--- config.mk ---
export PLATFORM = sky130hd
export DESIGN_NAME = skht_ctrl
export DESIGN_NICKNAME = d
export VERILOG_FILES = /design/src/skht_pkg.sv /design/src/skht_ctrl.sv
export SDC_FILE = /design/constraint.sdc
export NUM_CORES = 1
export LEC_CHECK = 0
export ABC_AREA = 1
export BUFFER_PORTS_ARGS = -buffer_cell sky130_fd_sc_hd__buf_4
export CAP_MARGIN = 40
export CORE_MARGIN = 3
export CORE_UTILIZATION = 44
export CTS_CLUSTER_SIZE = 28
export DETAILED_ROUTE_END_ITERATION = 10
export PLACE_DENSITY = 0.76
export SLEW_MARGIN = 20
export SYNTH_ARGS = -nofsm -noshare
export SYNTH_HDL_FRONTEND = slang
export SYNTH_SLANG_ARGS = --single-unit
--- constraint.sdc ---
create_clock -name clk_i -period 1.5 [get_ports clk_i]
set_input_delay 0.225 -clock clk_i [delete_from_list [all_inputs] [get_ports clk_i]]
set_output_delay 0.225 -clock clk_i [all_outputs]
set_load 0.02 [all_outputs]
--- src/skht_pkg.sv ---
// ----------------------------------------------------------------------------
// skht_pkg: shared types, constants and the prime table
// Constants, command and status codes, and the prime table used by the
// string-key hash table with linear probing.
// ----------------------------------------------------------------------------
package skht_pkg;

  localparam int TableDepth = 256;
  localparam int KeyBytes   = 8;
  localparam int ValueBits  = 64;
  localparam int IdxW       = $clog2(TableDepth);
  localparam int SizeW      = 9;
  localparam int LenW       = 4;
  localparam int KeyW       = 64;
  localparam int HashW      = 64;
  localparam int PrimeCount = 26;
  localparam logic [SizeW-1:0] SizeReset = 9'd256;

  localparam logic [1:0] CmdSet   = 2'd0;
  localparam logic [1:0] CmdGet   = 2'd1;
  localparam logic [1:0] CmdSlot  = 2'd2;
  localparam logic [1:0] CmdClear = 2'd3;

  localparam logic [1:0] StDone   = 2'd0;
  localparam logic [1:0] StAbsent = 2'd1;
  localparam logic [1:0] StFull   = 2'd2;

  // Entry word: key, length, value.
  localparam int EntryW = KeyW + LenW + ValueBits;

  function automatic logic [31:0] prime_of(input logic [7:0] c);
    logic [7:0] m;
    logic [4:0] r;
    // Residue modulo 26 by compare and subtract of 208, 104, 52 and 26.
    m = c;
    if (m >= 8'd208) m = m - 8'd208;
    if (m >= 8'd104) m = m - 8'd104;
    if (m >= 8'd52)  m = m - 8'd52;
    if (m >= 8'd26)  m = m - 8'd26;
    r = m[4:0];
    case (r)
      5'd0:  prime_of = 32'd53;
      5'd1:  prime_of = 32'd97;
      5'd2:  prime_of = 32'd193;
      5'd3:  prime_of = 32'd389;
      5'd4:  prime_of = 32'd769;
      5'd5:  prime_of = 32'd1543;
      5'd6:  prime_of = 32'd3079;
      5'd7:  prime_of = 32'd6151;
      5'd8:  prime_of = 32'd12289;
      5'd9:  prime_of = 32'd24593;
      5'd10: prime_of = 32'd49157;
      5'd11: prime_of = 32'd98317;
      5'd12: prime_of = 32'd196613;
      5'd13: prime_of = 32'd393241;
      5'd14: prime_of = 32'd786433;
      5'd15: prime_of = 32'd1572869;
      5'd16: prime_of = 32'd3145739;
      5'd17: prime_of = 32'd6291469;
      5'd18: prime_of = 32'd12582917;
      5'd19: prime_of = 32'd25165843;
      5'd20: prime_of = 32'd50331653;
      5'd21: prime_of = 32'd100663319;
      5'd22: prime_of = 32'd201326611;
      5'd23: prime_of = 32'd402653189;
      5'd24: prime_of = 32'd805306457;
      5'd25: prime_of = 32'd1610612741;
      default: prime_of = 32'd53;
    endcase
  endfunction

  // Commands from the controller to the datapath.
  typedef struct packed {
    logic load;        // capture request, clear hash
    logic hash_mul;    // low product step
    logic hash_hi;     // high product step and add
    logic mod_init;    // start remainder
    logic mod_step;    // one remainder bit
    logic probe_init;  // pos <= remainder, count <= 0
    logic probe_adv;   // pos++, count++
    logic rd;          // issue table read
    logic wr_set;      // store at pos
    logic wr_clr;      // free pos
    logic res_load;    // capture result
    logic [1:0] res_status;
    logic res_hit;     // result uses match data
  } skht_cmd_t;

  typedef struct packed {
    logic hash_done;   // all characters consumed
    logic used;        // used bit at pos
    logic match;       // registered entry matches
    logic walked;      // count reached table size
    logic [1:0] cmd;
  } skht_stat_t;

endpackage

--- src/skht_ctrl.sv ---
// ----------------------------------------------------------------------------
// skht_ctrl: request sequencer
// Steps through hashing, the remainder and the probe walk, and drives the
// handshakes.
// ----------------------------------------------------------------------------
module skht_ctrl (
  input  logic                 clk_i,
  input  logic                 rst_ni,
  input  logic                 in_valid_i,
  output logic                 in_ready_o,
  output logic                 out_valid_o,
  input  logic                 out_ready_i,
  output skht_pkg::skht_cmd_t  cmd_o,
  input  skht_pkg::skht_stat_t stat_i
);
  import skht_pkg::*;

  localparam logic [2:0] SIdle  = 3'd0;
  localparam logic [2:0] SHash  = 3'd1;
  localparam logic [2:0] SHashH = 3'd2;
  localparam logic [2:0] SMod   = 3'd3;
  localparam logic [2:0] SRead  = 3'd4;
  localparam logic [2:0] SCheck = 3'd5;
  localparam logic [2:0] SOut   = 3'd6;
  localparam logic [2:0] SInit  = 3'd7;

  logic [2:0] state_q, state_d;
  logic [5:0] mcnt_q;
  logic       ovalid_q, ovalid_d;

  assign in_ready_o  = (state_q == SIdle) && !ovalid_q;
  assign out_valid_o = ovalid_q;

  always_comb begin
    cmd_o    = '0;
    state_d  = state_q;
    ovalid_d = ovalid_q && !out_ready_i;
    case (state_q)
      SIdle: begin
        if (in_valid_i && in_ready_o) begin
          cmd_o.load = 1'b1;
          state_d    = SHash;
        end
      end
      SHash: begin
        if (stat_i.hash_done) begin
          cmd_o.mod_init = 1'b1;
          state_d        = SMod;
        end else begin
          cmd_o.hash_mul = 1'b1;
          state_d        = SHashH;
        end
      end
      SHashH: begin
        cmd_o.hash_hi = 1'b1;
        state_d       = SHash;
      end
      SMod: begin
        cmd_o.mod_step = 1'b1;
        if (mcnt_q == 6'd63) state_d = SInit;
      end
      SInit: begin
        cmd_o.probe_init = 1'b1;
        state_d          = SRead;
      end
      SRead: begin
        cmd_o.rd = 1'b1;
        state_d  = SCheck;
      end
      SCheck: begin
        state_d = SOut;
        cmd_o.res_load = 1'b1;
        if (stat_i.walked) begin
          cmd_o.res_status = StFull;
        end else if (stat_i.cmd == CmdSet && (stat_i.match || !stat_i.used)) begin
          cmd_o.wr_set     = 1'b1;
          cmd_o.res_status = StDone;
        end else if (stat_i.cmd != CmdSet && !stat_i.used) begin
          cmd_o.res_status = StAbsent;
        end else if (stat_i.cmd != CmdSet && stat_i.match) begin
          cmd_o.res_status = StDone;
          cmd_o.res_hit    = 1'b1;
          cmd_o.wr_clr     = (stat_i.cmd == CmdClear);
        end else begin
          cmd_o.res_load  = 1'b0;
          cmd_o.probe_adv = 1'b1;
          state_d         = SRead;
        end
      end
      SOut: begin
        ovalid_d = 1'b1;
        state_d  = SIdle;
      end
      default: state_d = SIdle;
    endcase
  end

  always_ff @(posedge clk_i or negedge rst_ni) begin
    if (!rst_ni) begin
      state_q  <= SIdle;
      mcnt_q   <= '0;
      ovalid_q <= 1'b0;
    end else begin
      state_q  <= state_d;
      ovalid_q <= ovalid_d;
      mcnt_q   <= (state_q == SMod) ? mcnt_q + 6'd1 : '0;
    end
  end
endmodule

# Word-level counts from Yosys, hierarchy flattened
# Index checks and enable logic that the tools add are counted.
# W data, S select, Z words.
word_totals:
  regBits: 10
  input_bits: 10
  output_inout_bits: 16
  elab_cells: 68
op_classes:
  add_sub_neg: 1
  n_eq_ne: 11
  muxes: 39
  reduce_logical: 14
op_table:
  columns: ["op", "n"]
  rows:
  - ["$mux W1", 26]
  - ["$pmux W3 S8", 1]
  - ["$mux W2", 7]
  - ["$eq A3 B3 Y1 const B", 4]
  - ["$mux W6", 2]
  - ["$mux W3", 3]
  - ["$add A6 B1 Y6 const B", 1]
  - ["$eq A3 B2 Y1 const B", 2]
  - ["$eq A6 B6 Y1 const B", 1]
  - ["$logic_and A1 B1 Y1", 6]
  - ["$eq A3 B1 Y1 const B", 1]
  - ["$logic_not A1 Y1", 3]
  - ["$logic_not A3 Y1", 1]
  - ["$eq A2 B2 Y1 const B", 1]
  - ["$logic_not A2 Y1", 1]
  - ["$ne A2 B1 Y1 const B", 1]
  - ["$ne A2 B2 Y1 const B", 1]
  - ["$reduce_and A2 Y1", 1]
  - ["$reduce_bool A2 Y1", 1]
  - ["$logic_or A1 B1 Y1", 1]

# Depth between registers and ports, before layout
# Gate-level depths: netlist (run 1).
depth:
  word_depth: 7
  mapped_depth: 6
  mapped_depth_nobuf: 6

# Least setup slack after synthesis (run 1)
# OpenSTA, ideal clock, no wires.
synth_path:
  kind: "reg2out"
  start: "register state_q[1]"
  end: "output cmd_o[4] (netlist name)"
  arrival_time_ns: 1.320
  t_required_ns: 1.275
  setup_slack_ns: -0.045
  path_stages_with_launch: 5
  path_buffers: 0
  cell_sequence: "dfrtp_1 inv_1 nand4_1 nor2_1 and3_1"
synth_rtl:
  columns: ["element", "line", "text"]
  rows:
  - ["start: declaration", "skht_ctrl.sv:27", "logic [2:0] state_q, state_d;"]
  - ["start signal: assignment", "skht_ctrl.sv:100", "state_q <= SIdle;"]
  - ["start signal: assignment", "skht_ctrl.sv:104", "state_q <= state_d;"]
  - ["end: declaration", "skht_ctrl.sv:13", "output skht_pkg::skht_cmd_t cmd_o,"]

==> qor.csv, run 1 <==
stage,metric,value,unit
cts,cts_root_buf,clkbuf_4,
min_path,hold_path_class,in -> reg,
drt,firstDrtPassIters,3,
logic_synthesis,ys_seq_area_share,43.8,%
worst_setup_path,worstSetupPathType,reg -> out,
logic_synthesis,synth_top_family_by_area,simple AND/OR/NAND/NOR gates,
logic_synthesis,synthCells,79,
logic_synthesis,ys_types,19,
floorplanning,ios,26,
floorplanning,initial_core_util,49.5,%
sta,final.period_utilization,104,%
floorplanning,die_h,42.1,µm
worst_setup_path,cp-start-kind,flip-flop,
logic_synthesis,synth.largest_area_cell,dfrtp_1,
logic_synthesis,synth_area,572,µm²
power,worst_ir_drop_vdd,0.636,mV
sta,timing.hold.ws,135,ps
logic_synthesis,synth-xor-area-share,3.06,%
place,pre_cts_slack,158,ps
power,total_power,0.550,mW
worst_setup_path,critPathRequiredTime,1270,ps
grt,overflow,0,
sta,clock_skew,9.76,ps
place,numPortBuffers,25,
min_path,hold_depth,2,
grt,grt_pass1_vias,634,
cts,clockBufferDepth,2,
logic_synthesis,yosys.area_share.simple,33.0,%
drt,wl,1500,µm
status,failed_checks,negative setup slack,
cells_and_area,final_util,80.7,%
place,place_congestion,0.757,
floorplanning,dieArea,1770,µm²
power,p_leak,0.507,nW
logic_synthesis,synth_mux_area_share,0,%
floorplanning,core_area,1160,µm²
grt,grt_max_degree,11,
sta,rsz0062_at_grt,yes,
cells_and_area,antenna_cells,0,
sta,setup_tns,-149,ps
drt,vias,645,
drt,drtIter0Drc,7,
cts,numCtsBuffers,3,
cts,clk_pin_slew,70,ps
cells_and_area,stdcell_count,130,
logic_synthesis,syn_nets,90,
cells_and_area,area_growth,63.2,%
worst_setup_path,ff2ff_path_depth,8,
grt,grt_pass1_wl,2480,µm
cells_and_area,nNetsFinal,128,
sta,relSlewSlack,80.5,%
worst_setup_path,worst_setup_path_end_kind,output port,
power,power_density,589,nW/µm²
sta,fin_ws,-56.3,ps
logic_synthesis,synth_top_area_share,43.8,%
logic_synthesis,synthTopCellsByArea,"dfrtp_1 44%, nor2_1 13%, inv_1 9.2%, nand2_1 6.6%, nand3_1 5.3%",
sta,tightest_slew,291,ps
drt,wl_per_cell,11.5,µm
place,dp_cells,119,
cts,clock_latency,270,ps
logic_synthesis,ys_seq_elements,10,
drt,viasPerCell,4.96,
worst_setup_path,cp_data_arrival_time,1330,ps
run,maxCapViolations,0,
sta,finalSetupViolCount,4,
drt,drc,0,
worst_setup_path,cp_max_fo,4,
sta,hold_viol_final,0,
grt,grt_antenna_before_repair,0,
cts,cts_tree,built,
status,outcome,finished with violations,
sta,fmax,643,MHz
drt,ant_nets,0,
cells_and_area,drive_above_1_share,41.4,%
worst_setup_path,cp_cell_sequence,inv_2 > nand4_1 > nor2_2 > and3_1 > buf_6,
place,post-dp-hpwl,1030,µm
floorplanning,die_w,42.1,µm
sta,slew_violations,0,
place,placed_cell_area,787,µm²
cells_and_area,fin_area,933,µm²
logic_synthesis,ys_warn_count,0,
cts,clock-sinks,10,
cts,h-tree-depth,1,
logic_synthesis,synth-compound-area-share,8.75,%
sta,fin_crit,1560,ps
worst_setup_path,cpPeakStageDelay,420,ps
logic_synthesis,syn_avg_cell_area,7.24,µm²
floorplanning,rows,12,
grt,grt_usage,18.4,%
worst_setup_path,slowest_stage,dfrtp_1,
logic_synthesis,synthAdderAreaFrac,2.19,%
registers in the layout, summed over array words and instances, names as in the netlist, named ones only:
name	flops
state_q	2
out_valid_o	1
mcnt_q	6
timing repair:
item / 4_1_cts / 5_1_grt
buffers inserted: 3 / 3
hold buffers: 1 / 0
endpoints found under the hold margin: 10 / 0
pin swaps: 2 / 3
endpoints found under the setup margin: 9 / 12
gates resized for setup: 12 / 4
cells in the mapped netlist:
library cell	number
nor2_1	20
inv_1	14
dfrtp_1	10
nand2_1	10
nand3_1	6
nor3_1	3
a21oi_1	2
nand4_1	2
o21ai_0	2
a21boi_0	1
and3_1	1
ha_1	1
nor2_2	1
o211ai_1	1
o21ai_2	1
o22ai_1	1
or2_2	1
xnor2_1	1
xor2_1	1
placed cells by master (no fill, tap or decap):
master,synthesis,routed
buf_4,0,28
nor2_1,20,16
inv_1,14,13
nand2_1,10,10
dfrtp_1,10,8
nand3_1,6,6
nor2_4,0,4
buf_6,0,4
clkbuf_4,0,3
nor3_2,0,2
nand4_1,2,2
o21ai_0,2,2
a21oi_1,2,2
dfrtp_2,0,2
inv_2,0,1
or2_2,1,1
nor2_2,1,1
and3_1,1,1
xor2_1,1,1
xnor2_1,1,1
nor3_1,3,1
o22ai_1,1,1
o211ai_1,1,1
o21ai_2,1,1
a21boi_0,1,1
ha_1,1,1
clkbuf_8,0,1
dlygate4sd3_1,0,1
power breakdown:
part	internal, mW	leakage, nW	switching (mW)
sequential	0.269	0.113	0.000000000000000181
combinational	0.0200	0.373	0.0184
clock	0.147	0.0210	0.0949
cell type report:
class,instances,area (µm²)
inverters,14,52.6
well taps,14,17.5
repair buffers,33,265
flip-flops and latches,10,253
clock buffers,4,36.3
fillers,81,223
multi-input cells,55,309
kinds of logic after synthesis:
family | Yosys count
compound gates | 8
xor+xnor | 2
fa+ha+maj | 1
buf+inv | 14
flops | 10
simple gates | 44
critical path, delay by kind of cell (launching register included):
kind                   cells  cell delay [ps]
and+or+nand+nor            3              460
buffers and inverters      2              200
DFF                        1              420
metal layers:
metal,wire [µm],GRT usage [%],vias to the layer above
met4,0,3.73,0
met3,96,8.15,0
li1,-,-,325
met5,0,0,-
met2,788,33.0,18
met1,613,19.8,302
final timing paths:
| check | from | endpoint | slack, ps |
|---|---|---|---|
| min in group asynchronous | rst_ni | state_q[0]$_DFFE_PN0P_ | 310 |
| worst min-delay path | out_ready_i | out_valid_o$_DFF_PN0_ | 140 |
| worst max register to register | state_q[1]$_DFFE_PN0P_ | flip-flop | 210 |
| worst max-delay path | state_q[1]$_DFFE_PN0P_ | cmd_o[4] | -60 |
| max in group asynchronous | rst_ni | async pin | 1040 |
| worst min register to register | mcnt_q[0]$_DFF_PN0_ | mcnt_q[0]$_DFF_PN0_ | 460 |
Power figures use the tool's default switching activity.
==> inputs of run 2 (changes only) <==
==> constraint.sdc (replaced) <==
create_clock -name clk_i -period 1.5 [get_ports clk_i]
set_input_delay 0.3 -clock clk_i [delete_from_list [all_inputs] [get_ports clk_i]]
set_output_delay 0.3 -clock clk_i [all_outputs]
set_load 0.02 [all_outputs]
==> qor.csv, run 2 (synthesis gave the netlist of run 1 again) <==
stage,metric,value,unit
floorplanning,core_area,1160,µm²
drt,drtIter0Drc,12,
cells_and_area,nNetsFinal,131,
place,place_congestion,0.741,
drt,firstDrtPassIters,4,
power,p_int,0.382,mW
sta,fmax,576,MHz
drt,drc,0,
sta,slew_violations,0,
cells_and_area,area_growth,72.9,%
grt,grt_usage,19.7,%
worst_setup_path,cpPeakStageDelay,390,ps
worst_setup_path,cp_max_fo,3,
cts,clock-sinks,10,
worst_setup_path,cp_data_arrival_time,1440,ps
cells_and_area,fin_area,988,µm²
sta,final.period_utilization,116,%
cells_and_area,drive_above_1_share,46.6,%
floorplanning,rows,12,
power,combPwrFrac,8.2,%
cts,clk_pin_slew,60,ps
floorplanning,ios,26,
drt,vias,677,
worst_setup_path,startpoint,state_q[1]$_DFFE_PN0P_,
grt,overflow,0,
worst_setup_path,ff2ff_path_depth,8,
drt,viasPerCell,5.13,
floorplanning,initial_core_util,49.5,%
run,maxCapViolations,0,
drt,ant_nets,0,
cells_and_area,largest_reg_flops,6,
power,p_clk_share,37.0,%
worst_setup_path,cp-start-kind,flip-flop,
status,outcome,finished with violations,
sta,timing.hold.ws,218,ps
cells_and_area,regMostFlops,mcnt_q,
worst_setup_path,critPathRequiredTime,1200,ps
cts,cts_tree,built,
sta,fin_crit,1740,ps
grt,grt_pass1_vias,659,
place,post-dp-hpwl,1150,µm
power,switching_power,0.110,mW
sta,hold_viol_final,0,
grt,grt_pass1_wl,2660,µm
min_path,hold_path_class,in -> reg,
sta,setup_tns,-1460,ps
place,placed_cell_area,815,µm²
sta,fin_ws,-237,ps
floorplanning,die_h,42.1,µm
power,worst_ir_drop_vdd,0.674,mV
sta,clock_skew,4.22,ps
drt,wl_per_cell,13.2,µm
power,p_leak,0.519,nW
power,seq_power_share,54.8,%
sta,tightest_slew,319,ps
worst_setup_path,crit_end,cmd_o[5],
cts,cts_root_buf,clkbuf_4,
place,numPortBuffers,25,
worst_setup_path,r2r_slack,140,ps
grt,grt_antenna_before_repair,0,
floorplanning,dieArea,1770,µm²
status,failed_checks,negative setup slack,
power,total_power,0.492,mW
worst_setup_path,worstSetupPathType,reg -> out,
sta,relSlewSlack,78.7,%
floorplanning,die_w,42.1,µm
sta,rsz0062_at_grt,yes,
drt,wl,1750,µm
worst_setup_path,worst_setup_path_end_kind,output port,
sta,finalSetupViolCount,11,
cells_and_area,final_cell_mix,"27 x buf_4, 13 x nor2_1, 12 x inv_1",
cts,h-tree-depth,1,
cells_and_area,layout_commonest_cell,buf_4,
cts,numCtsBuffers,3,
worst_setup_path,r2r_start,state_q[1]$_DFFE_PN0P_,
cells_and_area,antenna_cells,0,
place,pre_cts_slack,11.9,ps
cts,clock_latency,270,ps
power,netSwitchingFraction,22.3,%
worst_setup_path,slowest_stage,dfrtp_1,
grt,grt_max_degree,11,
power,power_density,498,nW/µm²
worst_setup_path,cp_cell_sequence,inv_2 > nand4_1 > nor3_1 > buf_4,
cts,clockBufferDepth,2,
## run 2: cell count changes in the layout (fill, tap and decap cells not counted), sizes merged
cell    change
buf         +3
clkbuf      -1
## run 2: worst min path at each step
stage                      from                     to  cells past startpoint
finish              out_ready_i  out_valid_o$_DFF_PN0_                      2
global route        out_ready_i  out_valid_o$_DFF_PN0_                      2
CTS                 out_ready_i  out_valid_o$_DFF_PN0_                      2
detailed placement       rst_ni    mcnt_q[5]$_DFF_PN0_                      1
global placement         rst_ni    mcnt_q[5]$_DFF_PN0_                      1
floorplan                rst_ni              async pin                      0
## run 2: power groups by stage
stage	registers, mW	clock network, mW	logic, mW
after detailed placement	0.275	0	0.0352
after CTS	0.270	0.186	0.0379
after floorplan	0.275	0	0.00921
final	0.270	0.182	0.0401
after global placement	0.275	0	0.0336
after global routing	0.269	0.199	0.0443
## run 2: layer usage
metal	part of all wire [%]	global-route usage [%]	vias up
met5	0	0	-
met4	2.5	5.59	0
met3	5.0	8.15	7
met2	55	36.1	17
met1	37	20.4	324
li1	-	-	329
## run 2: worst max-delay path, delay by kind of cell, from the launching register on
family | cells | cell delay [ps]
buf+inv | 2 | 250
simple gates | 2 | 530
flops | 1 | 390
## run 2: final cells by class
type	count	area [µm²]
clock buffers	3	22.5
fillers	67	168
inverters	14	52.6
multi-input cells	55	342
flip-flops and latches	10	251
well taps	14	17.5
repair buffers	36	303
## run 2: through the flow
| stage | instances | utilization (%) |
|---|---|---|
| final | 132 | 85.5 |
| after global routing | 132 | 85.5 |
| after CTS | 127 | 75.6 |
| after detailed placement | 122 | 70.5 |
| after global placement | 122 | 70.5 |
| after floorplan | 79 | - |
## run 2: repair_timing
item,CTS,global route
cloned,0,0
hold buffers,1,0
pin swaps,2,7
setup endpoints to repair,12,14
buffers inserted,1,5
gates resized for setup,6,21
hold endpoints to repair,10,0
==> inputs of run 3 (changes only) <==
- CORE_AREA: default -> 3 3 40 42
- CORE_MARGIN: 3 -> default
- CORE_UTILIZATION: 44 -> default
- DIE_AREA: default -> 0 0 43 45
- PLACE_DENSITY: 0.76 -> 0.74
- SETUP_SLACK_MARGIN: default -> 0.02
- clock period: 1.5 -> 2 ns (I/O delays scaled with it)
==> qor.csv, run 3 (synthesis gave the netlist of run 1 again) <==
stage,metric,value,unit
run,maxCapViolations,0,
worst_setup_path,cp_max_fo,7,
worst_setup_path,worst_setup_path_end_kind,output port,
worst_setup_path,critPathBufInv,2,
sta,slew_violations,0,
cts,post_cts_buffers,0,
place,place_congestion,0.726,
sta,hold_viol_final,0,
drt,wl_met2,649,µm
grt,grt_pass1_wl,2080,µm
cells_and_area,antenna_cells,0,
drt,wl,1230,µm
floorplanning,ios,26,
cells_and_area,nNetsFinal,121,
place,numPortBuffers,25,
grt,grt_usage,14.4,%
drt,top_layer,met3,
sta,final.period_utilization,93.4,%
cells_and_area,final_cell_mix,"25 x buf_4, 20 x nor2_1, 14 x inv_1",
drt,vias,604,
worst_setup_path,worstSetupPathType,reg -> out,
status,outcome,"complete, no violations",
sta,fin_ws,133,ps
drt,viasPerCell,4.91,
cells_and_area,regMostFlops,mcnt_q,
sta,fin_crit,1870,ps
floorplanning,core_area,1280,µm²
sta,fmax,536,MHz
sta,clock_skew,10.6,ps
drt,wl_per_cell,9.99,µm
grt,grt_antenna_before_repair,0,
cts,clockBufferDepth,2,
floorplanning,die_w,43,µm
power,p_leak,0.462,nW
sta,rsz0062_at_grt,no,
sta,timing.hold.ws,312,ps
drt,firstDrtPassIters,2,
drt,route.met3.wl,83,µm
cts,clock-sinks,10,
worst_setup_path,cpPeakStageDelay,440,ps
worst_setup_path,slowest_stage,dfrtp_1,
cts,cts_root_buf,clkbuf_4,
worst_setup_path,cpLargestDelayFamily,simple AND/OR/NAND/NOR gates,
cells_and_area,largest_reg_flops,6,
place,dp_cells,119,
floorplanning,initial_core_util,44.5,%
drt,drt-met1-wl,496,µm
cells_and_area,multi_input_area,269,µm²
drt,ant_nets,0,
sta,setup_tns,0,ps
sta,tightest_slew,235,ps
grt,overflow,0,
cells_and_area,layout_commonest_cell,buf_4,
worst_setup_path,cp_cell_sequence,inv_1 > nand4_1 > nor2_1 > and3_1 > buf_4,
power,total_power,0.365,mW
sta,relSlewSlack,84.3,%
worst_setup_path,critPathRequiredTime,1600,ps
cts,cts_resized,0,
worst_setup_path,cp-start-kind,flip-flop,
cells_and_area,drive_above_1_share,28.7,%
power,power_density,450,nW/µm²
drt,drc,0,
cells_and_area,nFillCells,125,
place,pre_cts_slack,361,ps
floorplanning,die_h,45,µm
cts,cts_tree,built,
worst_setup_path,cp_data_arrival_time,1470,ps
cells_and_area,stdcell_count,123,
sta,finalSetupViolCount,0,
floorplanning,dieArea,1940,µm²
grt,grt_pass1_vias,557,
cells_and_area,area_growth,41.8,%
cts,clk_pin_slew,70,ps
cts,hold_buffers,1,
cts,numCtsBuffers,3,
cells_and_area,register_area,250,µm²
min_path,hold_path_class,in -> reg,
floorplanning,rows,13,
power,worst_ir_drop_vdd,0.468,mV
grt,grt_max_degree,11,
drt,drtIter0Drc,2,
cts,clock_latency,270,ps
cts,h-tree-depth,1,
place,post-dp-hpwl,1030,µm
## run 3: changes by cell type in the layout (fill, tap and decap cells not counted), moves of 2 or more
| cell | change |
|---|---|
| inv_1 | +2 |
| inv_2 | -2 |
| buf_4 | -2 |
| nor2_1 | +7 |
| buf_6 | -8 |
| nor2_4 | -6 |
## run 3: worst paths after layout
| kind | to | slack [ps] | cells after the start | startpoint |
|---|---|---|---|---|
| max | cmd_o[4] | 130 | 5 | state_q[1]$_DFFE_PN0P_ |
| min reg2reg | mcnt_q[0]$_DFF_PN0_ | 460 | 1 | mcnt_q[0]$_DFF_PN0_ |
| max reg2reg | flip-flop | 840 | 6 | mcnt_q[0]$_DFF_PN0_ |
| min in group asynchronous | async pin | 500 | 2 | rst_ni |
| max in group asynchronous | mcnt_q[2]$_DFF_PN0_ | 1350 | 2 | rst_ni |
| min | out_valid_o$_DFF_PN0_ | 310 | 2 | out_ready_i |
## run 3: routing by layer
layer,track usage (%),up-vias
li1,-,308
met1,16.0,281
met2,25.4,15
met3,6.37,0
met4,3.61,0
met5,0,-
## run 3: per-stage QoR
stage                     util [%]  cell area, µm²
after global routing          63.1             811
final                         63.1             811
after global placement        60.6             778
after detailed placement      60.6             778
after CTS                     63.1             811
after floorplan                  -             572
## run 3: power breakdown
group          leakage [nW]  total [mW]  internal, mW        switching (mW)
clock network        0.0138       0.136        0.0694                0.0670
logic                 0.333      0.0264        0.0149                0.0115
registers             0.115       0.202         0.202  0.000000000000000111
total                 0.462       0.365         0.286                0.0785
## run 3: area by class of cell
| cell class | instances | area share [%] |
|---|---|---|
| inverter | 14 | 6.48 |
| timing repair buffer | 26 | 24.4 |
| sequential | 10 | 30.9 |
| tap | 15 | 2.31 |
| multi-input combinational | 55 | 33.2 |
| clock buffer | 3 | 2.78 |
